$ cat config.mk
export PLATFORM = sky130hd
export DESIGN_NAME = stx_length_prefixed_deframer
export DESIGN_NICKNAME = d
export VERILOG_FILES = /design/src/rtl/core/stxd_pkg.sv /design/src/rtl/core/stx_length_prefixed_deframer.sv /design/src/rtl/core/stxd_parser.sv /design/src/rtl/core/stxd_out_reg.sv
export SDC_FILE = /design/constraint.sdc
export NUM_CORES = 1
export LEC_CHECK = 0
export ABC_CLOCK_PERIOD_IN_PS = 5600
export BUFFER_PORTS_ARGS = -buffer_cell sky130_fd_sc_hd__buf_2
export CORE_MARGIN = 8
export CORE_UTILIZATION = 61
export DETAILED_ROUTE_END_ITERATION = 10
export PLACE_DENSITY_LB_ADDON = 0.2
export SLEW_MARGIN = 10
export SYNTH_ARGS = -nofsm -noshare
export SYNTH_HDL_FRONTEND = slang
export SYNTH_HIERARCHICAL = 1
export SYNTH_SLANG_ARGS = --single-unit
$ cat constraint.sdc
create_clock -name clk -period 5.6 [get_ports clk]
set_input_delay 0.28 -clock clk [delete_from_list [all_inputs] [get_ports clk]]
set_output_delay 0.28 -clock clk [all_outputs]
set_load 0.05 [all_outputs]
$ cat src/rtl/core/stxd_pkg.sv
package stxd_pkg;

    localparam int unsigned CFG_INDEX_W  = 2;
    localparam int unsigned CFG_DATA_W   = 32;
    localparam int unsigned BODY_COUNT_W = 17;

    localparam logic [CFG_INDEX_W-1:0] CFG_START_BYTE  = 2'd0;
    localparam logic [CFG_INDEX_W-1:0] CFG_CRC_ENABLE  = 2'd1;
    localparam logic [CFG_INDEX_W-1:0] CFG_TIMEOUT     = 2'd2;

    localparam logic [7:0]  START_BYTE_RESET = 8'h02;
    localparam logic [31:0] IDLE_MAX         = 32'hFFFF_FFFF;
    localparam logic [BODY_COUNT_W-1:0] CRC_BYTES = BODY_COUNT_W'(2);

    localparam logic KIND_BYTE = 1'b0;
    localparam logic KIND_TICK = 1'b1;

    localparam logic [2:0] POS_COMMAND  = 3'd0;
    localparam logic [2:0] POS_LEN_LOW  = 3'd1;
    localparam logic [2:0] POS_LEN_HIGH = 3'd2;
    localparam logic [2:0] POS_PAYLOAD  = 3'd3;
    localparam logic [2:0] POS_CRC      = 3'd4;

    typedef struct packed {
        logic [7:0] out_byte;
        logic [2:0] position;
        logic       last;
        logic       timed_out;
    } result_t;

    typedef struct packed {
        logic [7:0]  start_byte;
        logic        crc_trailer_enable;
        logic [31:0] timeout_ticks;
    } cfg_t;

endpackage

$ cat src/rtl/core/stx_length_prefixed_deframer.sv
// Channel  | Handshake             | Payload
// ---------+-----------------------+----------------------------------------
// input    | in_valid / in_ready   | kind, data_byte
// output   | out_valid / out_ready | out_byte, position, last, timed_out
// config   | cfg_we (no wait)      | cfg_index, cfg_data
//
// One item per cycle: the parse state and the output register both load at
// the accept edge, so any result shows on out_valid in the next cycle.
// in_ready is high while the output register is empty or being drained, so
// a stalled consumer stalls the input after one held result.
// Reset clears the parse state to hunting and loads register defaults.
module stx_length_prefixed_deframer (
    input  logic                                clk,
    input  logic                                rst_n,
    input  logic                                in_valid,
    output logic                                in_ready,
    input  logic                                kind,
    input  logic [7:0]                          data_byte,
    output logic                                out_valid,
    input  logic                                out_ready,
    output logic [7:0]                          out_byte,
    output logic [2:0]                          position,
    output logic                                last,
    output logic                                timed_out,
    input  logic                                cfg_we,
    input  logic [stxd_pkg::CFG_INDEX_W-1:0]    cfg_index,
    input  logic [stxd_pkg::CFG_DATA_W-1:0]     cfg_data
);
    import stxd_pkg::*;

    cfg_t    cfg_reg;
    logic    accept;
    logic    res_valid;
    result_t res;
    result_t out_data;

    always_ff @(posedge clk or negedge rst_n)
    begin
        if (!rst_n)
        begin
            cfg_reg.start_byte         <= START_BYTE_RESET;
            cfg_reg.crc_trailer_enable <= 1'b0;
            cfg_reg.timeout_ticks      <= '0;
        end
        else if (cfg_we)
        begin
            case (cfg_index)
                CFG_START_BYTE: cfg_reg.start_byte         <= cfg_data[7:0];
                CFG_CRC_ENABLE: cfg_reg.crc_trailer_enable <= cfg_data[0];
                CFG_TIMEOUT:    cfg_reg.timeout_ticks      <= cfg_data[31:0];
                default:        cfg_reg                    <= cfg_reg;
            endcase
        end
    end

    assign accept = in_valid && in_ready;

    stxd_parser u_parser (
        .clk       (clk),
        .rst_n     (rst_n),
        .cfg       (cfg_reg),
        .accept    (accept),
        .kind      (kind),
        .data_byte (data_byte),
        .res_valid (res_valid),
        .res       (res)
    );

    stxd_out_reg u_out_reg (
        .clk       (clk),
        .rst_n     (rst_n),
        .load      (res_valid),
        .load_data (res),
        .can_load  (in_ready),
        .valid     (out_valid),
        .ready     (out_ready),
        .data      (out_data)
    );

    assign out_byte  = out_data.out_byte;
    assign position  = out_data.position;
    assign last      = out_data.last;
    assign timed_out = out_data.timed_out;

endmodule

$ cat src/rtl/core/stxd_parser.sv
module stxd_parser (
    input  logic              clk,
    input  logic              rst_n,
    input  stxd_pkg::cfg_t    cfg,
    input  logic              accept,
    input  logic              kind,
    input  logic [7:0]        data_byte,
    output logic              res_valid,
    output stxd_pkg::result_t res
);
    import stxd_pkg::*;

    typedef enum logic [1:0] {
        PH_HUNT,
        PH_HEADER,
        PH_BODY
    } phase_t;

    phase_t                  phase_reg, phase_next;
    logic [1:0]              hdr_idx_reg, hdr_idx_next;
    logic [7:0]              len_low_reg, len_low_next;
    logic [BODY_COUNT_W-1:0] bytes_left_reg, bytes_left_next;
    logic [31:0]             idle_reg, idle_next;
    logic                    crc_active_reg, crc_active_next;

    logic [31:0]             idle_inc;
    logic [BODY_COUNT_W-1:0] frame_total;

    always_comb
    begin
        phase_next      = phase_reg;
        hdr_idx_next    = hdr_idx_reg;
        len_low_next    = len_low_reg;
        bytes_left_next = bytes_left_reg;
        idle_next       = idle_reg;
        crc_active_next = crc_active_reg;
        res_valid       = 1'b0;
        res             = '0;
        idle_inc        = (idle_reg == IDLE_MAX) ? idle_reg : idle_reg + 32'd1;
        frame_total     = {1'b0, data_byte, len_low_reg}
                          + (cfg.crc_trailer_enable ? CRC_BYTES : '0);

        if (accept)
        begin
            if (kind == KIND_TICK)
            begin
                if (phase_reg != PH_HUNT)
                begin
                    idle_next = idle_inc;
                    if (cfg.timeout_ticks != '0 && idle_inc >= cfg.timeout_ticks)
                    begin
                        res_valid       = 1'b1;
                        res.last        = 1'b1;
                        res.timed_out   = 1'b1;
                        phase_next      = PH_HUNT;
                        hdr_idx_next    = '0;
                        len_low_next    = '0;
                        bytes_left_next = '0;
                        idle_next       = '0;
                        crc_active_next = 1'b0;
                    end
                end
            end
            else
            begin
                case (phase_reg)
                    PH_HUNT:
                    begin
                        if (data_byte == cfg.start_byte)
                        begin
                            phase_next      = PH_HEADER;
                            hdr_idx_next    = '0;
                            len_low_next    = '0;
                            bytes_left_next = '0;
                            idle_next       = '0;
                            crc_active_next = 1'b0;
                        end
                    end
                    PH_HEADER:
                    begin
                        idle_next    = '0;
                        res_valid    = 1'b1;
                        res.out_byte = data_byte;
                        case (hdr_idx_reg)
                            2'd0:
                            begin
                                res.position = POS_COMMAND;
                                hdr_idx_next = 2'd1;
                            end
                            2'd1:
                            begin
                                res.position = POS_LEN_LOW;
                                len_low_next = data_byte;
                                hdr_idx_next = 2'd2;
                            end
                            default:
                            begin
                                // length high byte closes the header; latch trailer mode
                                res.position    = POS_LEN_HIGH;
                                crc_active_next = cfg.crc_trailer_enable;
                                hdr_idx_next    = '0;
                                if (frame_total == '0)
                                begin
                                    res.last        = 1'b1;
                                    phase_next      = PH_HUNT;
                                    len_low_next    = '0;
                                    bytes_left_next = '0;
                                    crc_active_next = 1'b0;
                                end
                                else
                                begin
                                    phase_next      = PH_BODY;
                                    bytes_left_next = frame_total;
                                end
                            end
                        endcase
                    end
                    PH_BODY:
                    begin
                        idle_next       = '0;
                        res_valid       = 1'b1;
                        res.out_byte    = data_byte;
                        res.position    = (crc_active_reg && bytes_left_reg <= CRC_BYTES)
                                          ? POS_CRC : POS_PAYLOAD;
                        bytes_left_next = bytes_left_reg - BODY_COUNT_W'(1);
                        if (bytes_left_reg == BODY_COUNT_W'(1))
                        begin
                            res.last        = 1'b1;
                            phase_next      = PH_HUNT;
                            hdr_idx_next    = '0;
                            len_low_next    = '0;
                            bytes_left_next = '0;
                            crc_active_next = 1'b0;
                        end
                    end
                    default:
                    begin
                        phase_next = PH_HUNT;
                    end
                endcase
            end
        end
    end

    always_ff @(posedge clk or negedge rst_n)
    begin
        if (!rst_n)
        begin
            phase_reg      <= PH_HUNT;
            hdr_idx_reg    <= '0;
            len_low_reg    <= '0;
            bytes_left_reg <= '0;
            idle_reg       <= '0;
            crc_active_reg <= 1'b0;
        end
        else
        begin
            phase_reg      <= phase_next;
            hdr_idx_reg    <= hdr_idx_next;
            len_low_reg    <= len_low_next;
            bytes_left_reg <= bytes_left_next;
            idle_reg       <= idle_next;
            crc_active_reg <= crc_active_next;
        end
    end

    a_timeout_report: assert property (@(posedge clk) disable iff (!rst_n)
        (res_valid && res.timed_out) |-> (res.last && res.out_byte == '0))
        else $error("timeout report malformed");

    a_hunt_idle_clear: assert property (@(posedge clk) disable iff (!rst_n)
        (phase_reg == PH_HUNT) |-> (idle_reg == '0 && bytes_left_reg == '0))
        else $error("hunt state holds stale counters");

    a_body_nonempty: assert property (@(posedge clk) disable iff (!rst_n)
        (phase_reg == PH_BODY) |-> (bytes_left_reg != '0))
        else $error("body state with no bytes left");

    a_last_returns_hunt: assert property (@(posedge clk) disable iff (!rst_n)
        (res_valid && res.last) |=> (phase_reg == PH_HUNT))
        else $error("frame end did not return to hunting");

endmodule

$ cat src/rtl/core/stxd_out_reg.sv
module stxd_out_reg (
    input  logic              clk,
    input  logic              rst_n,
    input  logic              load,
    input  stxd_pkg::result_t load_data,
    output logic              can_load,
    output logic              valid,
    input  logic              ready,
    output stxd_pkg::result_t data
);
    import stxd_pkg::*;

    logic    valid_reg, valid_next;
    result_t data_reg;

    // take a new item when nothing is held or when the held one leaves in this cycle
    assign can_load   = !valid_reg || ready;
    assign valid_next = load ? 1'b1 : (valid_reg && !ready);

    always_ff @(posedge clk or negedge rst_n)
    begin
        if (!rst_n)
        begin
            valid_reg <= 1'b0;
        end
        else
        begin
            valid_reg <= valid_next;
        end
    end

    always_ff @(posedge clk)
    begin
        if (load)
        begin
            data_reg <= load_data;
        end
    end

    assign valid = valid_reg;
    assign data  = data_reg;

    a_load_only_when_free: assert property (@(posedge clk) disable iff (!rst_n)
        load |-> can_load)
        else $error("result loaded over an undelivered item");

    a_load_sets_valid: assert property (@(posedge clk) disable iff (!rst_n)
        load |=> valid_reg)
        else $error("loaded result not presented");

    a_drain_clears: assert property (@(posedge clk) disable iff (!rst_n)
        (valid_reg && ready && !load) |=> !valid_reg)
        else $error("delivered item presented again");

endmodule
==> results_dict.tcl, run 1 <==
set metrics [dict create \
    synth_nets 894 \
    synth_top_family_by_area "simple AND/OR/NAND/NOR gates" \
    async_flop_share_pct 88.89 \
    ctsLongestPathBuffers 2 \
    synth-adder-area-share_pct 6.698 \
    crit_arrival_ps 5510 \
    areaGrowthSynthToFinish_pct 13.05 \
    dp_slack_ps 612.1 \
    crit_chain "and4_1, nand2_1, nor4_1, buf_4, nand3_1, or3_1, xnor2_1, ha_1, nand4_1, nor4_1, a221oi_1, a2111oi_2, o31ai_1, a211oi_4, mux2i_1" \
    setup_tns_ps 0 \
    initial_core_util_pct 61.69 \
    ant_nets 0 \
    largest_register_ffs 41 \
    placementRows 41 \
    setup_slack_ps 415.1 \
    dpl.hpwl_mm 14.28 \
    core-area_um2 12410 \
    min_from "cfg_data[17]" \
    worst_pin_slew_ps 1247 \
    grt_overflow_total 0 \
    synth-simple-area-share_pct 19.52 \
    clockPowerShare_pct 29.8 \
    die_x_um 128.1 \
    setup.worst_path.class "reg -> reg" \
    worstReg2RegStart "u_parser/idle_reg[4]" \
    synth_compound_area_share_pct 14.56 \
    cts_buffers 17 \
    worstSkewPairLatency_ps 420 \
    maxCapViolations 0 \
    hold_buffers 1 \
    antenna_found_initial 0 \
    firstDrtPassIters 5 \
    seq_power_share_pct 32.5 \
    switching_share_pct 39.04 \
    cts_root_buf "clkbuf_16" \
    cts_resized 0 \
    drive_above_1_share_pct 18.41 \
    powerDensity_nw_per_um2 430.6 \
    finalMaxSlewViolations 0 \
    final_util_pct 69.74 \
    grt_max_degree 68 \
    min_path_type "in -> reg" \
    startpoint "u_parser/idle_reg[4]" \
    crit_family "simple AND/OR/NAND/NOR gates" \
    crit_top_cell "nor4_1" \
    vias 6620 \
    end_kind "flip-flop" \
    yosys.cell_types.count 74 \
    p_total_uw 3728 \
    grt_setup_unrepaired "no" \
    nets 945 \
    yosysSeqAreaShare_pct 39.09 \
    relSlewSlack_pct 16.74 \
    globalRouteMet1Util_pct 32.50 \
    die_h_um 128.1 \
    path_clk_slew_ps 50 \
    design_area_um2 8658 \
    crit_required_ps 5920 \
    cts_tree "yes" \
    htreeDepth 4 \
    num_antenna_cells 0 \
    drc 0 \
    place_area_um2 8054 \
    avgSynthCellArea_um2 9.514 \
    crit_slowest_cell "a2111oi_2" \
    ios 63 \
    ys_ff_latch 117 \
    drt_iter0_drc 771 \
    p_switching_uw 1456 \
    muxShareOfSynthArea_pct 8.430 \
    combPwrFrac_pct 37.8 \
    grt_use_total_pct 24.50 \
    setup_viol 0 \
    grt_util_met2_pct 37.21 \
    cp_slowest_stage_delay_ps 540 \
    via_per_inst 6.359 \
    synth_area_um2 7659 \
    start_kind "flip-flop" \
    p_int_uw 2273 \
    fin_crit_ps 5185 \
    cts_sinks 117 \
    irDropWorstVdd_v 0.0002490 \
    hold_violations 0 \
    port_buffers 62 \
    synth_xor_area_share_pct 6.061 \
    grt_pass1_vias 6469 \
    max_freq_mhz 192.9 \
    grt_pass1_wl_mm 31.78 \
    final.setup_skew_ps 12.46 \
    wl_per_cell_um 18.78 \
    cp_max_fo 8 \
    status "completed" \
    postCtsSetupRepairBufs 0 \
    dieArea_um2 16400 \
    synth_enable_flop_cells 13 \
    yosys_warnings 6 \
    busiest_layer "met2" \
    power_leakage_uw 0.003833 \
    gp_congestion 0.9005 \
    globalRouteMet3Util_pct 6.780 \
    netlist_instances 805 \
    wl_mm 19.55 \
    fin_crit_sh_pct 92.59 \
    crit_buf_inv 1 \
    ys.flop_type "dfrtp_1" \
]
## per-layer routing
metal	part of all wire (%)	routed length, µm
met5	0	0
met4	2.5	479
met3	8.2	1594
met2	44	8662
met1	45	8814
## synthesized netlist by cell type (all sizes together), types with 25 or more instances
master | number | area, µm²
xnor2 | 32 | 280.3
o21ai | 34 | 170.2
nor3 | 26 | 140.1
a21oi | 43 | 215.2
inv | 61 | 229.0
clkbuf | 25 | 93.84
a31oi | 30 | 187.7
dfrtp | 103 | 2577
nor2 | 33 | 123.9
nand2 | 69 | 261.5
nand3 | 29 | 150.1
mux2 | 44 | 495.5
ha | 41 | 513.0
## cell type report
type | count | area (µm²)
timing repair buffer | 70 | 375.4
fill | 962 | 3756
tap | 172 | 215.2
clock buffer | 18 | 429.2
multi-input combinational | 588 | 4247
inverter | 62 | 232.7
clock inverter | 14 | 165.2
sequential | 117 | 2994
## per-stage QoR
step | hold slack [ps] | instances
floorplan | -15.59 | 805
global placement | 266.2 | 1008
detailed placement | 273.5 | 1008
CTS | 79.52 | 1041
global route | 83.38 | 1041
finish | 90.29 | 1041
## path summary, 6_finish.rpt
path | slack (ps) | to | cells past startpoint
max | 420 | u_parser/len_low_reg[4] | 15
min | 90 | cfg_reg[17] | 2
max reg2reg | 420 | u_parser/len_low_reg[4] | 15
min reg2reg | 510 | u_parser/bytes_left_reg[16] | 2
max in group asynchronous | 4010 | u_parser/bytes_left_reg[12] | 3
min in group asynchronous | 350 | u_parser/idle_reg[26] | 2
## cells by family after synthesis
logic type,count (synthesis)
AND/OR/NAND/NOR,268
AO/OA/AOI/OAI,167
flip-flops,117
buffers and inverters,100
multiplexers,59
XOR/XNOR,53
adder cells (fa/ha/maj),41
## placed cells by master (no fill, tap or decap), drive strengths merged, types with 12 or more instances in the layout
cell type    n
dfrtp      103
nor4        17
xor2        21
a31oi       30
o21ai       34
edfxtp      13
clkbuf      18
xnor2       32
mux2i       15
nand3       29
nor2        33
and2        16
nand4       24
nor3        26
ha          41
nand3b      15
buf         69
mux2        44
a21oi       43
inv         61
nand2       69
and3        12
## power by group through the flow
stage	logic [µW]	clock network [µW]	registers, µW
after detailed placement	1370	0	1220
after global placement	1340	0	1210
after global routing	1540	1150	1230
after floorplan	1020	0	1230
final	1410	1110	1210
after CTS	1380	1120	1200
Power figures use the tool's default switching activity.
==> run 2: changes to the inputs <==
--- a/config.mk
+++ b/config.mk
@@ -14,5 +14,4 @@
 export SLEW_MARGIN = 10
 export SYNTH_ARGS = -nofsm -noshare
 export SYNTH_HDL_FRONTEND = slang
-export SYNTH_HIERARCHICAL = 1
 export SYNTH_SLANG_ARGS = --single-unit
==> results_dict.tcl, run 2 <==
set metrics [dict create \
    status "completed" \
    ant_nets 0 \
    setup_viol 0 \
    synth_nets 889 \
    avgSynthCellArea_um2 9.562 \
    switching_share_pct 39.16 \
    crit_required_ps 5900 \
    yosysSeqAreaShare_pct 39.19 \
    worstSkewPairLatency_ps 420 \
    ys.flop_type "dfrtp_1" \
    maxCapViolations 0 \
    nets 937 \
    grt_max_degree 66 \
    synth_area_leaders "dfrtp_1 34%, ha_1 6.9%, mux2_2 6.6%" \
    synth_enable_flop_cells 13 \
    fin_crit_ps 4718 \
    powerDensity_nw_per_um2 388.9 \
    grt_util_met2_pct 38.95 \
    dpl.hpwl_mm 13.83 \
    finalMaxSlewViolations 0 \
    via_per_inst 6.198 \
    p_int_uw 2030 \
    synth_most_common_cell "dfrtp_1" \
    irDropWorstVdd_v 0.0002695 \
    drive_above_1_share_pct 20.35 \
    yosys.cell_types.count 74 \
    firstDrtPassIters 7 \
    htreeDepth 4 \
    globalRouteMet3Util_pct 7.820 \
    globalRouteMet1Util_pct 32.04 \
    whs_ps 87.40 \
    placementRows 41 \
    worst_pin_slew_ps 1144 \
    wl_mm 19.35 \
    yosysTopAreaCellShare_pct 33.74 \
    dieArea_um2 16360 \
    path_clk_slew_ps 60 \
    crit_arrival_ps 5020 \
    drc 0 \
    cts_buffers 17 \
    antenna_found_initial 0 \
    setup_tns_ps 0 \
    place_area_um2 8005 \
    ys_top_cells_by_count "103 x dfrtp_1, 68 x nand2_1, 49 x nor2_1" \
    cts_resized 0 \
    cts_root_buf "clkbuf_16" \
    initial_core_util_pct 61.54 \
    end_kind "flip-flop" \
    areaGrowthSynthToFinish_pct 12.28 \
    grt_setup_unrepaired "no" \
    yosys_warnings 0 \
    most-common-layout-cells "103 x dfrtp_1, 68 x nand2_1, 61 x buf_2" \
    netlist_instances 799 \
    cp_max_fo 15 \
    fin_crit_sh_pct 84.25 \
    clockPowerShare_pct 30.7 \
    min_path_type "in -> reg" \
    largest_register_ffs 41 \
    start_kind "flip-flop" \
    mostFrequentLayoutCell "dfrtp_1" \
    die_h_um 127.9 \
    seq_power_share_pct 34.8 \
    wl_per_cell_um 18.75 \
    combPwrFrac_pct 34.5 \
    grt_pass1_wl_mm 32.06 \
    vias 6396 \
    ctsLongestPathBuffers 2 \
    ios 63 \
    drt_iter0_drc 502 \
    hold_violations 0 \
    power_leakage_uw 0.003856 \
    busiest_layer "met2" \
    dp_slack_ps 979.6 \
    relSlewSlack_pct 23.55 \
    p_total_uw 3336 \
    design_area_um2 8578 \
    gp_congestion 0.9074 \
    core-area_um2 12410 \
    max_freq_mhz 212.0 \
    setup.worst_path.class "reg -> reg" \
    grt_use_total_pct 24.68 \
    port_buffers 62 \
    synth_top_cell_by_area "dfrtp_1" \
    setup_slack_ps 882.2 \
    cts_tree "yes" \
    grt_overflow_total 0 \
    die_x_um 127.9 \
    ys_ff_latch 117 \
    p_switching_uw 1306 \
    async_flop_share_pct 88.89 \
    num_antenna_cells 0 \
    synth_area_um2 7640 \
    final.setup_skew_ps 7.330 \
    cts_sinks 117 \
    grt_pass1_vias 6413 \
]
==> run 2: changes by cell type after synthesis, sizes merged, moves of 12 or more <==
| cell | delta |
|---|---|
| nor2 | +17 |
| a22o | +17 |
| a31oi | -24 |
| a21o | +12 |
| clkbuf | -14 |
| buf | +16 |
| a21oi | -17 |
| inv | -13 |
==> run 2: path summary, 6_finish.rpt <==
check                                               to  slack, ps                   startpoint  cells after the start
max                         u_parser.bytes_left_reg[5]        880        u_parser.idle_reg[16]                     15
min                                        cfg_reg[16]         90                 cfg_data[16]                      2
max reg2reg                 u_parser.bytes_left_reg[5]        880        u_parser.idle_reg[16]                     15
min reg2reg                u_parser.bytes_left_reg[14]        520  u_parser.bytes_left_reg[14]                      2
max in group asynchronous        u_parser.phase_reg[0]       3990                        rst_n                      3
min in group asynchronous                  cfg_reg[21]        370                        rst_n                      2
==> run 2: area by class of cell <==
class                   count  area (µm²)
inverters                  48       180.2
fillers                  1016        3836
multi-input cells         594        4258
repair buffers             69       367.9
well taps                 172       215.2
clock inverters            12       95.09
clock buffers              20       467.9
flip-flops and latches    117        2994
==> run 2: critical path, cell delays in order (launching register included) <==
cell	delay, ps
dfrtp_1	450
and4_1	280
nand4_1	210
or4_1	730
nand4_2	250
nor2_1	100
xor2_1	160
ha_1	320
nand4_1	90
nor3_1	270
o2111ai_1	260
a31o_2	320
nand3_2	70
buf_4	250
nand2b_1	390
a221o_1	460
==> run 2: logic make-up after synthesis <==
family,Yosys count,synth area share (%)
AOI/OAI and AO/OA,155,14.81
adders and majority gates,42,6.878
DFF,117,39.19
buffers and inverters,88,5.077
and+or+nand+nor,294,20.68
xor gates and xnor gates,53,6.076
muxes,50,7.288
==> run 2: layer usage <==
layer	vias up	wire [µm]
met5	-	0
met1	3107	8400
li1	3002	-
met2	259	8986
met3	28	1742
met4	0	219
==> run 2: through the flow <==
stage / utilization [%] / cells
detailed placement: 64.48 / 999
CTS: 69.10 / 1032
finish: 69.10 / 1032
global route: 69.10 / 1032
floorplan: - / 799
global placement: 64.48 / 999
==> run 2: power by group through the flow <==
stage | clock, µW | combinational [µW] | sequential [µW]
2_1_floorplan | 0 | 827 | 1180
3_3_place_gp | 0 | 1100 | 1160
3_5_place_dp | 0 | 1130 | 1170
4_1_cts | 1040 | 1140 | 1160
5_1_grt | 1080 | 1280 | 1180
6_report | 1030 | 1150 | 1160
==> run 2: timing repair <==
item / 4_1_cts / 5_1_grt
hold buffers: 1 / 0
hold endpoints to repair: 39 / 0
setup buffers: 0 / 0
==> run 3: changes to the inputs <==
--- a/config.mk
+++ b/config.mk
@@ -5,7 +5,8 @@
 export SDC_FILE = /design/constraint.sdc
 export NUM_CORES = 1
 export LEC_CHECK = 0
-export ABC_CLOCK_PERIOD_IN_PS = 5600
+export ABC_AREA = 1
+export ABC_CLOCK_PERIOD_IN_PS = 4800
 export BUFFER_PORTS_ARGS = -buffer_cell sky130_fd_sc_hd__buf_2
 export CORE_MARGIN = 8
 export CORE_UTILIZATION = 61
==> constraint.sdc (replaced) <==
create_clock -name clk -period 4.8 [get_ports clk]
set_input_delay 0.24 -clock clk [delete_from_list [all_inputs] [get_ports clk]]
set_output_delay 0.24 -clock clk [all_outputs]
set_load 0.05 [all_outputs]
==> results_dict.tcl, run 3 <==
set metrics [dict create \
    postCtsSetupRepairBufs 0 \
    final_util_pct 70.70 \
    setup_slack_ps 658.1 \
    yosys_warnings 0 \
    final.setup_skew_ps 10.87 \
    worstSkewPairLatency_ps 430 \
    async_flop_share_pct 88.89 \
    hold_violations 0 \
    ys_top_cells_by_count "307 x nand2_1, 141 x nor2_1, 129 x inv_1" \
    min_path_type "in -> reg" \
    top_layer "met4" \
    fin_crit_sh_pct 86.29 \
    most-common-layout-cells "307 x nand2_1, 141 x nor2_1, 129 x inv_1" \
    synth_nets 1187 \
    setup.worst_path.class "reg -> reg" \
    htreeDepth 4 \
    start_kind "flip-flop" \
    port_buffers 62 \
    crit_arrival_ps 4500 \
    relSlewSlack_pct 27.13 \
    grt_pass1_wl_mm 34.78 \
    synth_area_um2 7949 \
    yosys.cell_types.count 46 \
    status "completed" \
    areaGrowthSynthToFinish_pct 12.70 \
    grt_overflow_total 0 \
    ant_nets 0 \
    antenna_found_initial 0 \
    drt_iter0_drc 666 \
    ys_ff_latch 117 \
    hold_depth 3 \
    irDropWorstVdd_v 0.0002691 \
    grt_max_degree 69 \
    wl_mm 21.09 \
    power_leakage_uw 0.004583 \
    vias 7428 \
    wirelength_met1_mm 8.477 \
    fin_crit_ps 4142 \
    p_total_uw 3982 \
    largest_register_ffs 41 \
    design_area_um2 8959 \
    mostFrequentLayoutCell "nand2_1" \
    maxCapViolations 0 \
    end_kind "flip-flop" \
    die_h_um 130.2 \
    synth_most_common_cell "nand2_1" \
    setup_tns_ps 0 \
    drive_above_1_share_pct 12.55 \
    cts_sinks 117 \
    gp_congestion 0.9963 \
    grt_setup_unrepaired "no" \
    ctsLongestPathBuffers 2 \
    netlist_instances 1097 \
    max_freq_mhz 241.4 \
    finalMaxSlewViolations 0 \
    path_clk_slew_ps 60 \
    place_area_um2 8397 \
    yosysTopAreaCellShare_pct 32.43 \
    dpl.hpwl_mm 15.62 \
    avgSynthCellArea_um2 7.246 \
    dp_slack_ps 732.7 \
    placementRows 41 \
    ios 63 \
    synth_area_leaders "dfrtp_1 32%, nand2_1 14%, nor2_1 6.7%" \
    dr_wl_met2_mm 10.61 \
    nets 1249 \
    yosysSeqAreaShare_pct 37.67 \
    powerDensity_nw_per_um2 444.4 \
    grt_use_total_pct 26.20 \
    cts_buffers 17 \
    core-area_um2 12670 \
    initial_core_util_pct 62.73 \
    firstDrtPassIters 6 \
    setup_viol 0 \
    cts_tree "yes" \
    routed-wl-met3_mm 1.135 \
    cts_resized 0 \
    grt_pass1_vias 7342 \
    worst_pin_slew_ps 1092 \
    die_x_um 130.2 \
    cp_max_fo 26 \
    synth_enable_flop_cells 13 \
    wl_per_cell_um 15.70 \
    crit_required_ps 5160 \
    num_antenna_cells 0 \
    drc 0 \
    dieArea_um2 16940 \
    reg2reg_depth 23 \
    nFillCells 1088 \
    cts_root_buf "clkbuf_16" \
    ys.flop_type "dfrtp_1" \
    synth_top_cell_by_area "dfrtp_1" \
    via_per_inst 5.531 \
]
## run 3: area by class of cell
class / instances / area (µm²) / area share [%]
multi-input cells: 817 / 4327 / 48.30
flip-flops and latches: 117 / 2994 / 33.42
inverters: 140 / 525.5 / 5.866
clock buffers: 22 / 474.2 / 5.293
repair buffers: 66 / 345.3 / 3.855
well taps: 172 / 215.2 / 2.402
clock inverters: 9 / 77.57 / 0.8659
## run 3: stage by stage
step                      cells  hold slack (ps)
after CTS                  1343            56.01
after detailed placement   1311            409.2
after global placement     1311            407.8
after floorplan            1097           -55.59
after global routing       1343            65.47
final                      1343            54.36
## run 3: timing repair
action	CTS	global route
hold endpoints to repair	66	0
hold buffers	1	0
endpoints found under the setup margin	0	0
## run 3: path summary, 6_finish.rpt
| kind | start | end | slack [ps] |
|---|---|---|---|
| min in group asynchronous | rst_n | cfg_reg[27] | 470 |
| worst min-delay path | cfg_data[20] | cfg_reg[20] | 50 |
| worst min register to register | cfg_reg[4] | cfg_reg[4] | 490 |
| worst max register to register | u_parser.idle_reg[0] | u_parser.bytes_left_reg[7] | 660 |
| worst max-delay path | u_parser.idle_reg[0] | u_parser.bytes_left_reg[7] | 660 |
| max in group asynchronous | rst_n | u_parser.idle_reg[0] | 3270 |
## run 3: kinds of logic after synthesis
family | count (synthesis) | share of synthesized area [%]
AND/OR/NAND/NOR | 613 | 34.60
AO/OA/AOI/OAI | 112 | 7.555
buffers and inverters | 163 | 7.965
flip-flops | 117 | 37.67
XOR/XNOR | 50 | 5.604
adder cells (fa/ha/maj) | 42 | 6.611
## run 3: per-layer routing
| metal | vias to the layer above | track usage, % |
|---|---|---|
| met3 | 71 | 5.590 |
| met1 | 3415 | 29.14 |
| met5 | - | 0 |
| li1 | 3684 | - |
| met2 | 258 | 46.16 |
| met4 | 0 | 13.87 |
## run 3: power by group
| group | total, µW | internal (µW) | switching (µW) |
|---|---|---|---|
| logic | 1460 | 494 | 966 |
| registers | 1320 | 1170 | 153 |
| clock network | 1200 | 744 | 456 |
## run 3: worst max-delay path, stage by stage (launching register included)
cell and delay [ps]:
dfrtp_1 410, ha_1 210, nand2_1 110, nor2_4 150, nand2_2 120, nor2_1 180
nand4_2 580, o21ai_1 400, inv_1 70, ha_1 290, nand2_1 50, nand2_1 50
nand2_1 40, nand2_1 50, nand2_1 40, nand2_1 50, nand2_1 40, nand2_1 50
nand2_1 50, nand2_1 70, nand2_2 120, o21ai_2 640, nand4_1 180, nand2_1 110
